[src/sv/dhd_pkg.sv]
// Package for the dual-header UART frame deframer.
// Holds the word and result types, header codes and frame length helpers.
// Has no dependencies; every other file of the block uses it.
package dhd_pkg;

    localparam int StoreDepth        = 12;
    localparam int PosW              = 4;
    localparam int DataFrameBytesDef = 12;
    localparam int EchoFrameBytesDef = 10;
    localparam int LenMin            = 4;
    localparam int LenMax            = 12;

    localparam logic [7:0] HdrDataA = 8'h5A;
    localparam logic [7:0] HdrDataB = 8'hA5;
    localparam logic [7:0] HdrEchoA = 8'hAA;
    localparam logic [7:0] HdrEchoB = 8'h55;

    typedef enum logic [1:0] {
        EV_NONE  = 2'd0,
        EV_DATA  = 2'd1,
        EV_ECHO  = 2'd2,
        EV_ERROR = 2'd3
    } t_event;

    typedef struct packed {
        logic       line_error;
        logic [7:0] rx_byte;
    } t_item;

    typedef struct packed {
        t_event      frame_event;
        logic [63:0] data_frame_low;
        logic [31:0] data_frame_high;
        logic [7:0]  echo_command;
        logic [15:0] received_bytes;
        logic [15:0] data_frames;
        logic [15:0] echo_frames;
        logic [15:0] line_errors;
    } t_result;

    function automatic logic [PosW-1:0] clamp_len(input int n);
        int c;
        c = (n < LenMin) ? LenMin : ((n > LenMax) ? LenMax : n);
        return PosW'(c);
    endfunction

endpackage

[src/sv/dhd_in_stage.sv]
// Input register of the deframer: holds one received word until the engine takes it.
// Depends on dhd_pkg for the word type.
module dhd_in_stage (
    input  logic          i_clk,
    input  logic          i_rst_n,
    input  logic          i_valid,
    output logic          o_ready,
    input  dhd_pkg::t_item i_item,
    input  logic          i_take,
    output logic          o_valid,
    output dhd_pkg::t_item o_item
);

    logic           r_valid;
    dhd_pkg::t_item r_item;

    assign o_ready = !r_valid || i_take;
    assign o_valid = r_valid;
    assign o_item  = r_item;

    always_ff @(posedge i_clk) begin
        if (!i_rst_n) begin
            r_valid <= 1'b0;
        end else if (o_ready) begin
            r_valid <= i_valid;
        end
    end

    always_ff @(posedge i_clk) begin
        if (o_ready && i_valid) begin
            r_item <= i_item;
        end
    end

endmodule

[src/sv/dhd_engine.sv]
// Deframer state and the combinational logic that turns one word into one result.
// Holds the frame position, the frame bytes, the echoed command and the counters.
// Depends on dhd_pkg for types, header codes and the length clamp.
module dhd_engine #(
    parameter int DATA_FRAME_BYTES = dhd_pkg::DataFrameBytesDef,
    parameter int ECHO_FRAME_BYTES = dhd_pkg::EchoFrameBytesDef
) (
    input  logic             i_clk,
    input  logic             i_rst_n,
    input  logic             i_step,
    input  dhd_pkg::t_item   i_item,
    output dhd_pkg::t_result o_result
);

    localparam logic [dhd_pkg::PosW-1:0] DataLen = dhd_pkg::clamp_len(DATA_FRAME_BYTES);
    localparam logic [dhd_pkg::PosW-1:0] EchoLen = dhd_pkg::clamp_len(ECHO_FRAME_BYTES);

    logic [dhd_pkg::PosW-1:0] r_pos, n_pos;
    logic [7:0]               r_store [dhd_pkg::StoreDepth];
    logic [7:0]               n_store [dhd_pkg::StoreDepth];
    logic [7:0]               r_last_echo, n_last_echo;
    logic [15:0]              r_byte_cnt, n_byte_cnt;
    logic [15:0]              r_data_cnt, n_data_cnt;
    logic [15:0]              r_echo_cnt, n_echo_cnt;
    logic [15:0]              r_err_cnt, n_err_cnt;
    logic [dhd_pkg::PosW-1:0] w_next_pos;
    logic                     w_start;
    logic                     w_hdr_match;
    dhd_pkg::t_event          w_event;
    logic [63:0]              w_low;
    logic [31:0]              w_high;
    logic [7:0]               w_b;

    assign w_b     = i_item.rx_byte;
    assign w_start = (w_b == dhd_pkg::HdrDataA) || (w_b == dhd_pkg::HdrEchoA);
    assign w_hdr_match = ((r_store[0] == dhd_pkg::HdrDataA) && (w_b == dhd_pkg::HdrDataB)) ||
                         ((r_store[0] == dhd_pkg::HdrEchoA) && (w_b == dhd_pkg::HdrEchoB));
    assign w_next_pos = r_pos + 1'b1;

    always_comb begin
        n_pos       = r_pos;
        n_store     = r_store;
        n_last_echo = r_last_echo;
        n_byte_cnt  = r_byte_cnt;
        n_data_cnt  = r_data_cnt;
        n_echo_cnt  = r_echo_cnt;
        n_err_cnt   = r_err_cnt;
        w_event     = dhd_pkg::EV_NONE;
        if (i_item.line_error) begin
            n_err_cnt = r_err_cnt + 16'd1;
            n_pos     = '0;
            w_event   = dhd_pkg::EV_ERROR;
        end else begin
            n_byte_cnt = r_byte_cnt + 16'd1;
            if (r_pos == '0) begin
                if (w_start) begin
                    n_store[0] = w_b;
                    n_pos      = dhd_pkg::PosW'(1);
                end
            end else if (r_pos == dhd_pkg::PosW'(1)) begin
                if (w_hdr_match) begin
                    n_store[1] = w_b;
                    n_pos      = dhd_pkg::PosW'(2);
                end else if (w_start) begin
                    n_store[0] = w_b;
                    n_pos      = dhd_pkg::PosW'(1);
                end else begin
                    n_pos = '0;
                end
            end else if (r_pos >= dhd_pkg::PosW'(dhd_pkg::StoreDepth)) begin
                n_pos = '0;
            end else begin
                n_store[r_pos] = w_b;
                if ((r_store[0] == dhd_pkg::HdrDataA) && (w_next_pos >= DataLen)) begin
                    n_data_cnt = r_data_cnt + 16'd1;
                    n_pos      = '0;
                    w_event    = dhd_pkg::EV_DATA;
                end else if ((r_store[0] == dhd_pkg::HdrEchoA) && (w_next_pos >= EchoLen)) begin
                    n_last_echo = n_store[3];
                    n_echo_cnt  = r_echo_cnt + 16'd1;
                    n_pos       = '0;
                    w_event     = dhd_pkg::EV_ECHO;
                end else if (w_next_pos >= dhd_pkg::PosW'(dhd_pkg::StoreDepth)) begin
                    n_pos = '0;
                end else begin
                    n_pos = w_next_pos;
                end
            end
        end
    end

    always_comb begin
        w_low  = '0;
        w_high = '0;
        for (int i = 0; i < 8; i++) begin
            if (dhd_pkg::PosW'(i) < DataLen) begin
                w_low[8*i +: 8] = n_store[i];
            end
        end
        for (int i = 8; i < dhd_pkg::StoreDepth; i++) begin
            if (dhd_pkg::PosW'(i) < DataLen) begin
                w_high[8*(i-8) +: 8] = n_store[i];
            end
        end
    end

    always_comb begin
        o_result.frame_event     = w_event;
        o_result.data_frame_low  = (w_event == dhd_pkg::EV_DATA) ? w_low : 64'd0;
        o_result.data_frame_high = (w_event == dhd_pkg::EV_DATA) ? w_high : 32'd0;
        o_result.echo_command    = n_last_echo;
        o_result.received_bytes  = n_byte_cnt;
        o_result.data_frames     = n_data_cnt;
        o_result.echo_frames     = n_echo_cnt;
        o_result.line_errors     = n_err_cnt;
    end

    always_ff @(posedge i_clk) begin
        if (!i_rst_n) begin
            r_pos       <= '0;
            r_last_echo <= '0;
            r_byte_cnt  <= '0;
            r_data_cnt  <= '0;
            r_echo_cnt  <= '0;
            r_err_cnt   <= '0;
        end else if (i_step) begin
            r_pos       <= n_pos;
            r_last_echo <= n_last_echo;
            r_byte_cnt  <= n_byte_cnt;
            r_data_cnt  <= n_data_cnt;
            r_echo_cnt  <= n_echo_cnt;
            r_err_cnt   <= n_err_cnt;
        end
    end

    always_ff @(posedge i_clk) begin
        if (i_step) begin
            r_store <= n_store;
        end
    end

endmodule

[src/sv/dhd_out_stage.sv]
// Result register of the deframer: holds one result word until the sink takes it.
// Depends on dhd_pkg for the result type.
module dhd_out_stage (
    input  logic             i_clk,
    input  logic             i_rst_n,
    input  logic             i_load,
    input  dhd_pkg::t_result i_result,
    output logic             o_can_load,
    output logic             o_valid,
    input  logic             i_ready,
    output dhd_pkg::t_result o_result
);

    logic             r_valid;
    dhd_pkg::t_result r_result;

    assign o_can_load = !r_valid || i_ready;
    assign o_valid    = r_valid;
    assign o_result   = r_result;

    always_ff @(posedge i_clk) begin
        if (!i_rst_n) begin
            r_valid <= 1'b0;
        end else if (o_can_load) begin
            r_valid <= i_load;
        end
    end

    always_ff @(posedge i_clk) begin
        if (i_load) begin
            r_result <= i_result;
        end
    end

endmodule

[src/sv/dual_header_uart_frame_deframer_top.sv]
// Top level of the dual-header UART frame deframer.
// Instantiates dhd_in_stage, dhd_engine and dhd_out_stage; uses dhd_pkg.
//
// The block takes one received word per clock cycle while the output is not stalled,
// and returns exactly one result word for each through the input and result registers.
// A word passes an input register, combinational deframing logic that updates the frame
// position, frame bytes and counters, and a result register; the sustained rate of one
// word per cycle is set by that combinational state update. s_axis_tready follows
// m_axis_tready combinationally when both registers are full. A 5A A5 header opens a
// data frame and AA 55 opens an echo frame; a line error in tuser drops any partial
// frame and is not counted as a byte.
module dual_header_uart_frame_deframer_top #(
    parameter int DATA_FRAME_BYTES = dhd_pkg::DataFrameBytesDef,
    parameter int ECHO_FRAME_BYTES = dhd_pkg::EchoFrameBytesDef
) (
    input  logic         i_clk,
    input  logic         i_rst_n,
    input  logic         s_axis_tvalid,
    output logic         s_axis_tready,
    input  logic [7:0]   s_axis_tdata,   // rx_byte
    input  logic         s_axis_tuser,   // line_error
    output logic         m_axis_tvalid,
    input  logic         m_axis_tready,
    // data_frame_low, data_frame_high, echo_command, received_bytes,
    // data_frames, echo_frames, line_errors
    output logic [167:0] m_axis_tdata,
    output logic [1:0]   m_axis_tuser    // frame_event
);

    dhd_pkg::t_item   w_in_item;
    dhd_pkg::t_item   w_item;
    dhd_pkg::t_result w_result;
    dhd_pkg::t_result w_out_result;
    logic             w_item_valid;
    logic             w_out_can_load;
    logic             w_step;

    assign w_in_item.rx_byte    = s_axis_tdata;
    assign w_in_item.line_error = s_axis_tuser;
    assign w_step               = w_item_valid && w_out_can_load;

    dhd_in_stage u_in_stage (
        .i_clk   (i_clk),
        .i_rst_n (i_rst_n),
        .i_valid (s_axis_tvalid),
        .o_ready (s_axis_tready),
        .i_item  (w_in_item),
        .i_take  (w_step),
        .o_valid (w_item_valid),
        .o_item  (w_item)
    );

    dhd_engine #(
        .DATA_FRAME_BYTES (DATA_FRAME_BYTES),
        .ECHO_FRAME_BYTES (ECHO_FRAME_BYTES)
    ) u_engine (
        .i_clk    (i_clk),
        .i_rst_n  (i_rst_n),
        .i_step   (w_step),
        .i_item   (w_item),
        .o_result (w_result)
    );

    dhd_out_stage u_out_stage (
        .i_clk      (i_clk),
        .i_rst_n    (i_rst_n),
        .i_load     (w_step),
        .i_result   (w_result),
        .o_can_load (w_out_can_load),
        .o_valid    (m_axis_tvalid),
        .i_ready    (m_axis_tready),
        .o_result   (w_out_result)
    );

    assign m_axis_tuser = w_out_result.frame_event;
    assign m_axis_tdata = {w_out_result.line_errors,
                           w_out_result.echo_frames,
                           w_out_result.data_frames,
                           w_out_result.received_bytes,
                           w_out_result.echo_command,
                           w_out_result.data_frame_high,
                           w_out_result.data_frame_low};

    a_reset_clears_output: assert property (@(posedge i_clk)
        !i_rst_n |=> !m_axis_tvalid)
        else $error("result word valid right after reset");

    a_step_gives_result: assert property (@(posedge i_clk) disable iff (!i_rst_n)
        w_step |=> m_axis_tvalid)
        else $error("processed word produced no result word");

    a_error_event: assert property (@(posedge i_clk) disable iff (!i_rst_n)
        w_step && w_item.line_error |=> m_axis_tuser == dhd_pkg::EV_ERROR)
        else $error("line error word did not give an error event");

    a_data_fields_zero: assert property (@(posedge i_clk) disable iff (!i_rst_n)
        m_axis_tvalid && (m_axis_tuser != dhd_pkg::EV_DATA)
        |-> (m_axis_tdata[95:0] == 96'd0))
        else $error("data frame bytes nonzero outside a data event");

endmodule
[config.mk]
export PLATFORM = sky130hd
export DESIGN_NAME = dual_header_uart_frame_deframer_top
export DESIGN_NICKNAME = d
export VERILOG_FILES = /design/src/sv/dhd_pkg.sv /design/src/sv/dhd_in_stage.sv /design/src/sv/dhd_engine.sv /design/src/sv/dhd_out_stage.sv /design/src/sv/dual_header_uart_frame_deframer_top.sv
export SDC_FILE = /design/constraint.sdc
export NUM_CORES = 1
export LEC_CHECK = 0
export ABC_AREA = 1
export BUFFER_PORTS_ARGS = -buffer_cell sky130_fd_sc_hd__buf_2
export CAP_MARGIN = 15
export CORE_MARGIN = 2
export CORE_UTILIZATION = 45
export CTS_CLUSTER_DIAMETER = 50
export DETAILED_ROUTE_END_ITERATION = 7
export SLEW_MARGIN = 20
export SYNTH_ARGS = -nofsm -noshare
export SYNTH_HDL_FRONTEND = slang
export SYNTH_HIERARCHICAL = 1
export SYNTH_SLANG_ARGS = --single-unit
[constraint.sdc]
create_clock -name i_clk -period 21.5 [get_ports i_clk]
set_input_delay 3.225 -clock i_clk [delete_from_list [all_inputs] [get_ports i_clk]]
set_output_delay 3.225 -clock i_clk [all_outputs]
set_load 0.02 [all_outputs]
# Yosys cells after proc, flatten, opt, wreduce, memory -nomap -nowiden
# Cells that the tools add are included.
# Widths: inputs -> output; s select.
# totals
out_inout_bits	172
reg_bits	353
# classes
n_lt_le_gt_ge	5
muxes	47
reduce_logical	15
add_sub_neg	5
n_bitwise	1
eq_ne	9
# op_table
operator	count
$mux 16	14
$mux 96	2
$bwmux 96	1
$mux 8	11
$mux 88	1
$mux 80	1
$add 16x1->16 const B	4
$mux 4	9
$demux 8 s4	1
$eq 8x7->1 const B	3
$eq 8x8->1 const B	3
$ge 4x4->1 const B	3
$mux 2	6
$logic_and 1x1->1	7
$ge 5x5->1 const B	1
$lt 5x1->1 const B	1
$not 4->5	1
$add 4x1->4 const B	1
$eq 4x1->1 const B	1
$logic_not 4->1	1
$logic_or 1x1->1	4
$ne 3x2->1 const B	1
$eq 2x1->1 const B	1
$logic_not 1->1	2
other kinds (2)	2

# Logic depth before layout (Yosys ltp)
# logic_depth
word_depth	12
mapped_depth	13

# Hierarchy
# The synthesis kept the hierarchy.
# by_module_without_submodules
mod	n_inst	cells_each	area_per_inst_um2
dhd_engine	1	1334	9833.2
dhd_out_stage	1	176	5151.2
dhd_in_stage	1	16	321.6
dual_header_uart_frame_deframer_top	1	2	7.5

# Worst setup path after synthesis
# OpenSTA, ideal clock, no wires.
# synth_timing
path_kind	input -> output
startpoint	input m_axis_tready
endpoint	output s_axis_tready
required_ps	18275
arrival_time_ps	8938
path_buffers	0
slack_ps	9337
cell_stages	6
cell_sequence	inv_1 nand2_2 nand2_1 inv_1 inv_2 nand2_2
# synth_between
elab_chain_cells	3
# synth_rtl
element	line_no	rtl
from (decl)	dual_header_uart_frame_deframer_top.sv:23	input logic m_axis_tready,
$logic_or 1x1->1	dhd_out_stage.sv:17	assign o_can_load = !r_valid || i_ready;
net w_out_can_load	dual_header_uart_frame_deframer_top.sv:35	logic w_out_can_load;
$logic_and 1x1->1	dual_header_uart_frame_deframer_top.sv:40	assign w_step = w_item_valid && w_out_can_load;
net w_step	dual_header_uart_frame_deframer_top.sv:36	logic w_step;
$logic_or 1x1->1	dhd_in_stage.sv:17	assign o_ready = !r_valid || i_take;
to (decl)	dual_header_uart_frame_deframer_top.sv:19	output logic s_axis_tready,
# The timed path passes the listed nets, and every way through them passes these cells.

# Final worst setup path
# Ends and elaborated chain as after synthesis.

==> flow_summary_export.csv <==
group,metric,value,unit
routing,wl_per_cell,15.2,microns
logic_synthesis,syn_inst,1528,
global_route,antenna_found_initial,0,
clock_network,clkTransAtPathRegs,60,ps
worst_setup_path,arrival,4400,ps
floorplan,fp.dieH,188,microns
logic_synthesis,yosys.cell_types.count,35,
logic_synthesis,yosys.area.top_type,"edfxtp_1",
timing,hold_viol_final,0,
clock_network,post_cts_buffers,0,
floorplan,num_rows,67,
layout,drive_gt1_share,16.7,%
logic_synthesis,synthTopCellsByCount,"edfxtp_1, nand2_1, inv_1, o21ai_0, a21oi_1",
logic_synthesis,synthTopCellsByArea,"edfxtp_1, dfxtp_1, nand2_1",
worst_setup_path,slowest_delay,520,ps
clock_network,clockBufferDepth,3,
floorplan,die-area,35500,sq um
layout,fin_cells,2175,
worst_setup_path,path_class,"in2out",
clock_network,h-tree-depth,2,
routing,drt_iter0_markers,978,
logic_synthesis,synth_seq_area_share,64.1,%
clock_network,clock_latency,520,ps
layout,register_area,9820,sq um
clock_network,cts_root_buf,"clkbuf_16",
routing,drtAntennaViolNets,0,
placed_design,place_congestion,0.843,
worst_setup_path,crit_path_max_fanout,102,
global_route,grt_max_degree,103,
logic_synthesis,synth_edf_count,275,
layout,area_growth,16.8,%
clock_network,postCtsResizedCells,0,
layout,antennaDiodeCount,0,
floorplan,io_pins,185,
global_route,grt_overflow_total,0,
timing,rsz0062_at_grt,"no",
clock_network,cts_buffers,40,
logic_synthesis,syn_area_per_cell,10.0,sq um
timing,finalCritPeriodShare,35.5,%
routing,vias_per_cell,4.95,
floorplan,fp.coreArea,33500,sq um
clock_network,cts.hold.buffers_added,0,
layout,final_util,53.3,%
logic_synthesis,synth_most_common_cell,"edfxtp_1",
logic_synthesis,synth_top_area_share,53.9,%
global_route,grt_pass1_vias,9969,
global_route,grt_first_pass_wirelength,52.8,mm
layout,layout.nets,1722,
routing,drt_wl_total,33.1,mm
timing,drv_slew,0,
logic_synthesis,synth_warnings,6,
timing,fin_worst_skew,11.6,ps
status,outcome,"complete, no violations",
routing,dr_total_vias,10800,
placed_design,dpl.hpwl,21.4,mm
power,peakVddDrop,71.2,uV
clock_network,cts_tree,"done",
timing,setup_tns,0,ps
placed_design,port_buffers,184,
floorplan,start_util,45.7,%
logic_synthesis,ys.flop_type,"edfxtp_1",
power,p_per_area,90.3,nW/um^2
power,p_leak,0.00781,uW
worst_setup_path,required,18270,ps
timing,final-setup-viol-count,0,
timing,max_freq,0.131,GHz
worst_setup_path,critPathLaunchType,"input pin",
logic_synthesis,ys_ff_latch,353,
floorplan,die_w,188,microns
timing,period_minus_slack,7630,ps
timing,tightest_slew,1020,ps
routing,drc_errors,0,
logic_synthesis,syn-cell-area,15300,sq um
clock_network,cts.sinks,353,
worst_setup_path,crit_path_cell_trace,"buf_2 > inv_1 > nand2_2 > nand2_1 > inv_8 > inv_2 > nand2_2 > buf_2",
logic_synthesis,ys_async_sr_fraction,0,%
layout,multi_input_area,4280,sq um
worst_setup_path,cpMaxStageDelayCell,"inv_8",
run,maxCapViolCount,0,
placed_design,dp_cells,2106,
timing,relSlewSlack,31.9,%
layout,fillers,3029,
worst_setup_path,end_kind,"output port",
global_route,grtUsageTotal,18.4,%
routing,dr.pass1.iters,5,
worst_hold_path,hp-class,"reg2reg",
==> through the flow <==
stage / cell area (sq um) / power (uW) / worst slack (ps) / hold slack [ps]
2_1_floorplan: 15300 / 922 / 9340 / 479
3_3_place_gp: 16600 / 957 / 13870 / 468
3_5_place_dp: 16600 / 961 / 13850 / 476
4_1_cts: 17900 / 1640 / 13840 / 484
5_1_grt: 17900 / 1680 / 13700 / 503
6_report: 17900 / 1620 / 13870 / 478
==> worst paths after layout <==
kind,endpoint,slack (ps),from,cells after the start
worst max-delay path,s_axis_tready,13870,m_axis_tready,8
worst min-delay path,u_out_stage/o_valid,480,u_out_stage/o_valid,2
worst min register to register,u_out_stage/o_valid,480,u_out_stage/o_valid,2
worst max register to register,u_engine/r_pos[3],17690,u_in_stage/o_valid,8
==> logic make-up (layout without fill, tap and decap cells) <==
group | Yosys count | in the layout | synth area share, %
adders and majority gates | 9 | 9 | 0.735
other | 1 | 4 | 0.0245
and+or+nand+nor | 544 | 544 | 15.8
DFF | 353 | 353 | 64.1
AOI/OAI and AO/OA | 283 | 283 | 9.61
buffers and inverters | 309 | 505 | 8.01
xor gates and xnor gates | 29 | 29 | 1.66
==> cell usage in the layout (no fill, tap or decap), types with 2 or more instances in the layout <==
cell type / n
bufinv_16: 4
clkinv_2: 4
nor3_1: 15
o21ai_0: 131
xor2_1: 27
nand4_1: 22
clkbuf_16: 42
inv_1: 237
o21ai_1: 28
a21oi_2: 2
and2_1: 49
clkinv_4: 3
nor2_2: 2
edfxtp_1: 275
ha_1: 9
nand2_1: 262
a21oi_1: 103
xnor2_1: 2
nand3_1: 61
inv_2: 3
or2_2: 21
nor4_1: 5
buf_4: 8
clkinvlp_4: 2
nor2_1: 98
clkinv_1: 4
conb_1: 4
clkbuf_1: 9
buf_2: 184
a211oi_1: 17
dfxtp_1: 78
nand2_2: 6
==> critical path: cells and delay by family <==
family / cells / cell delay (ps)
simple gates: 3 / 280
buf+inv: 5 / 890
==> cell type report <==
cell class              count  area share (%)
clock inverters            17            1.13
repair buffers            193            5.60
flip-flops and latches    353            54.9
well taps                 448            3.13
multi-input cells         869            23.9
clock buffers              52            6.14
inverters                 243            5.16
==> registers in the layout, summed over array words and instances, names as in the netlist <==
register / cells
u_engine/r_byte_cnt: 16
u_engine/r_data_cnt: 16
u_engine/r_echo_cnt: 16
u_engine/r_err_cnt: 16
u_engine/r_last_echo: 8
u_engine/r_pos: 4
u_engine/r_store: 96
u_in_stage/o_item: 9
u_in_stage/o_valid: 1
u_out_stage/o_result: 170
u_out_stage/o_valid: 1
==> layer usage <==
metal	vias to the layer above	wire (microns)	global-route usage [%]
li1	5407	-	-
met1	5045	15000	25.3
met2	262	15500	29.9
met3	54	1940	3.93
met4	0	690	4.96
met5	-	0	0
==> report_power, final <==
part / switching (uW) / internal [uW]
Clock: 261 / 409
Combinational: 102 / 38.6
Sequential: 20.1 / 785
Total: 383 / 1230
(Power assumes the default switching activity.)
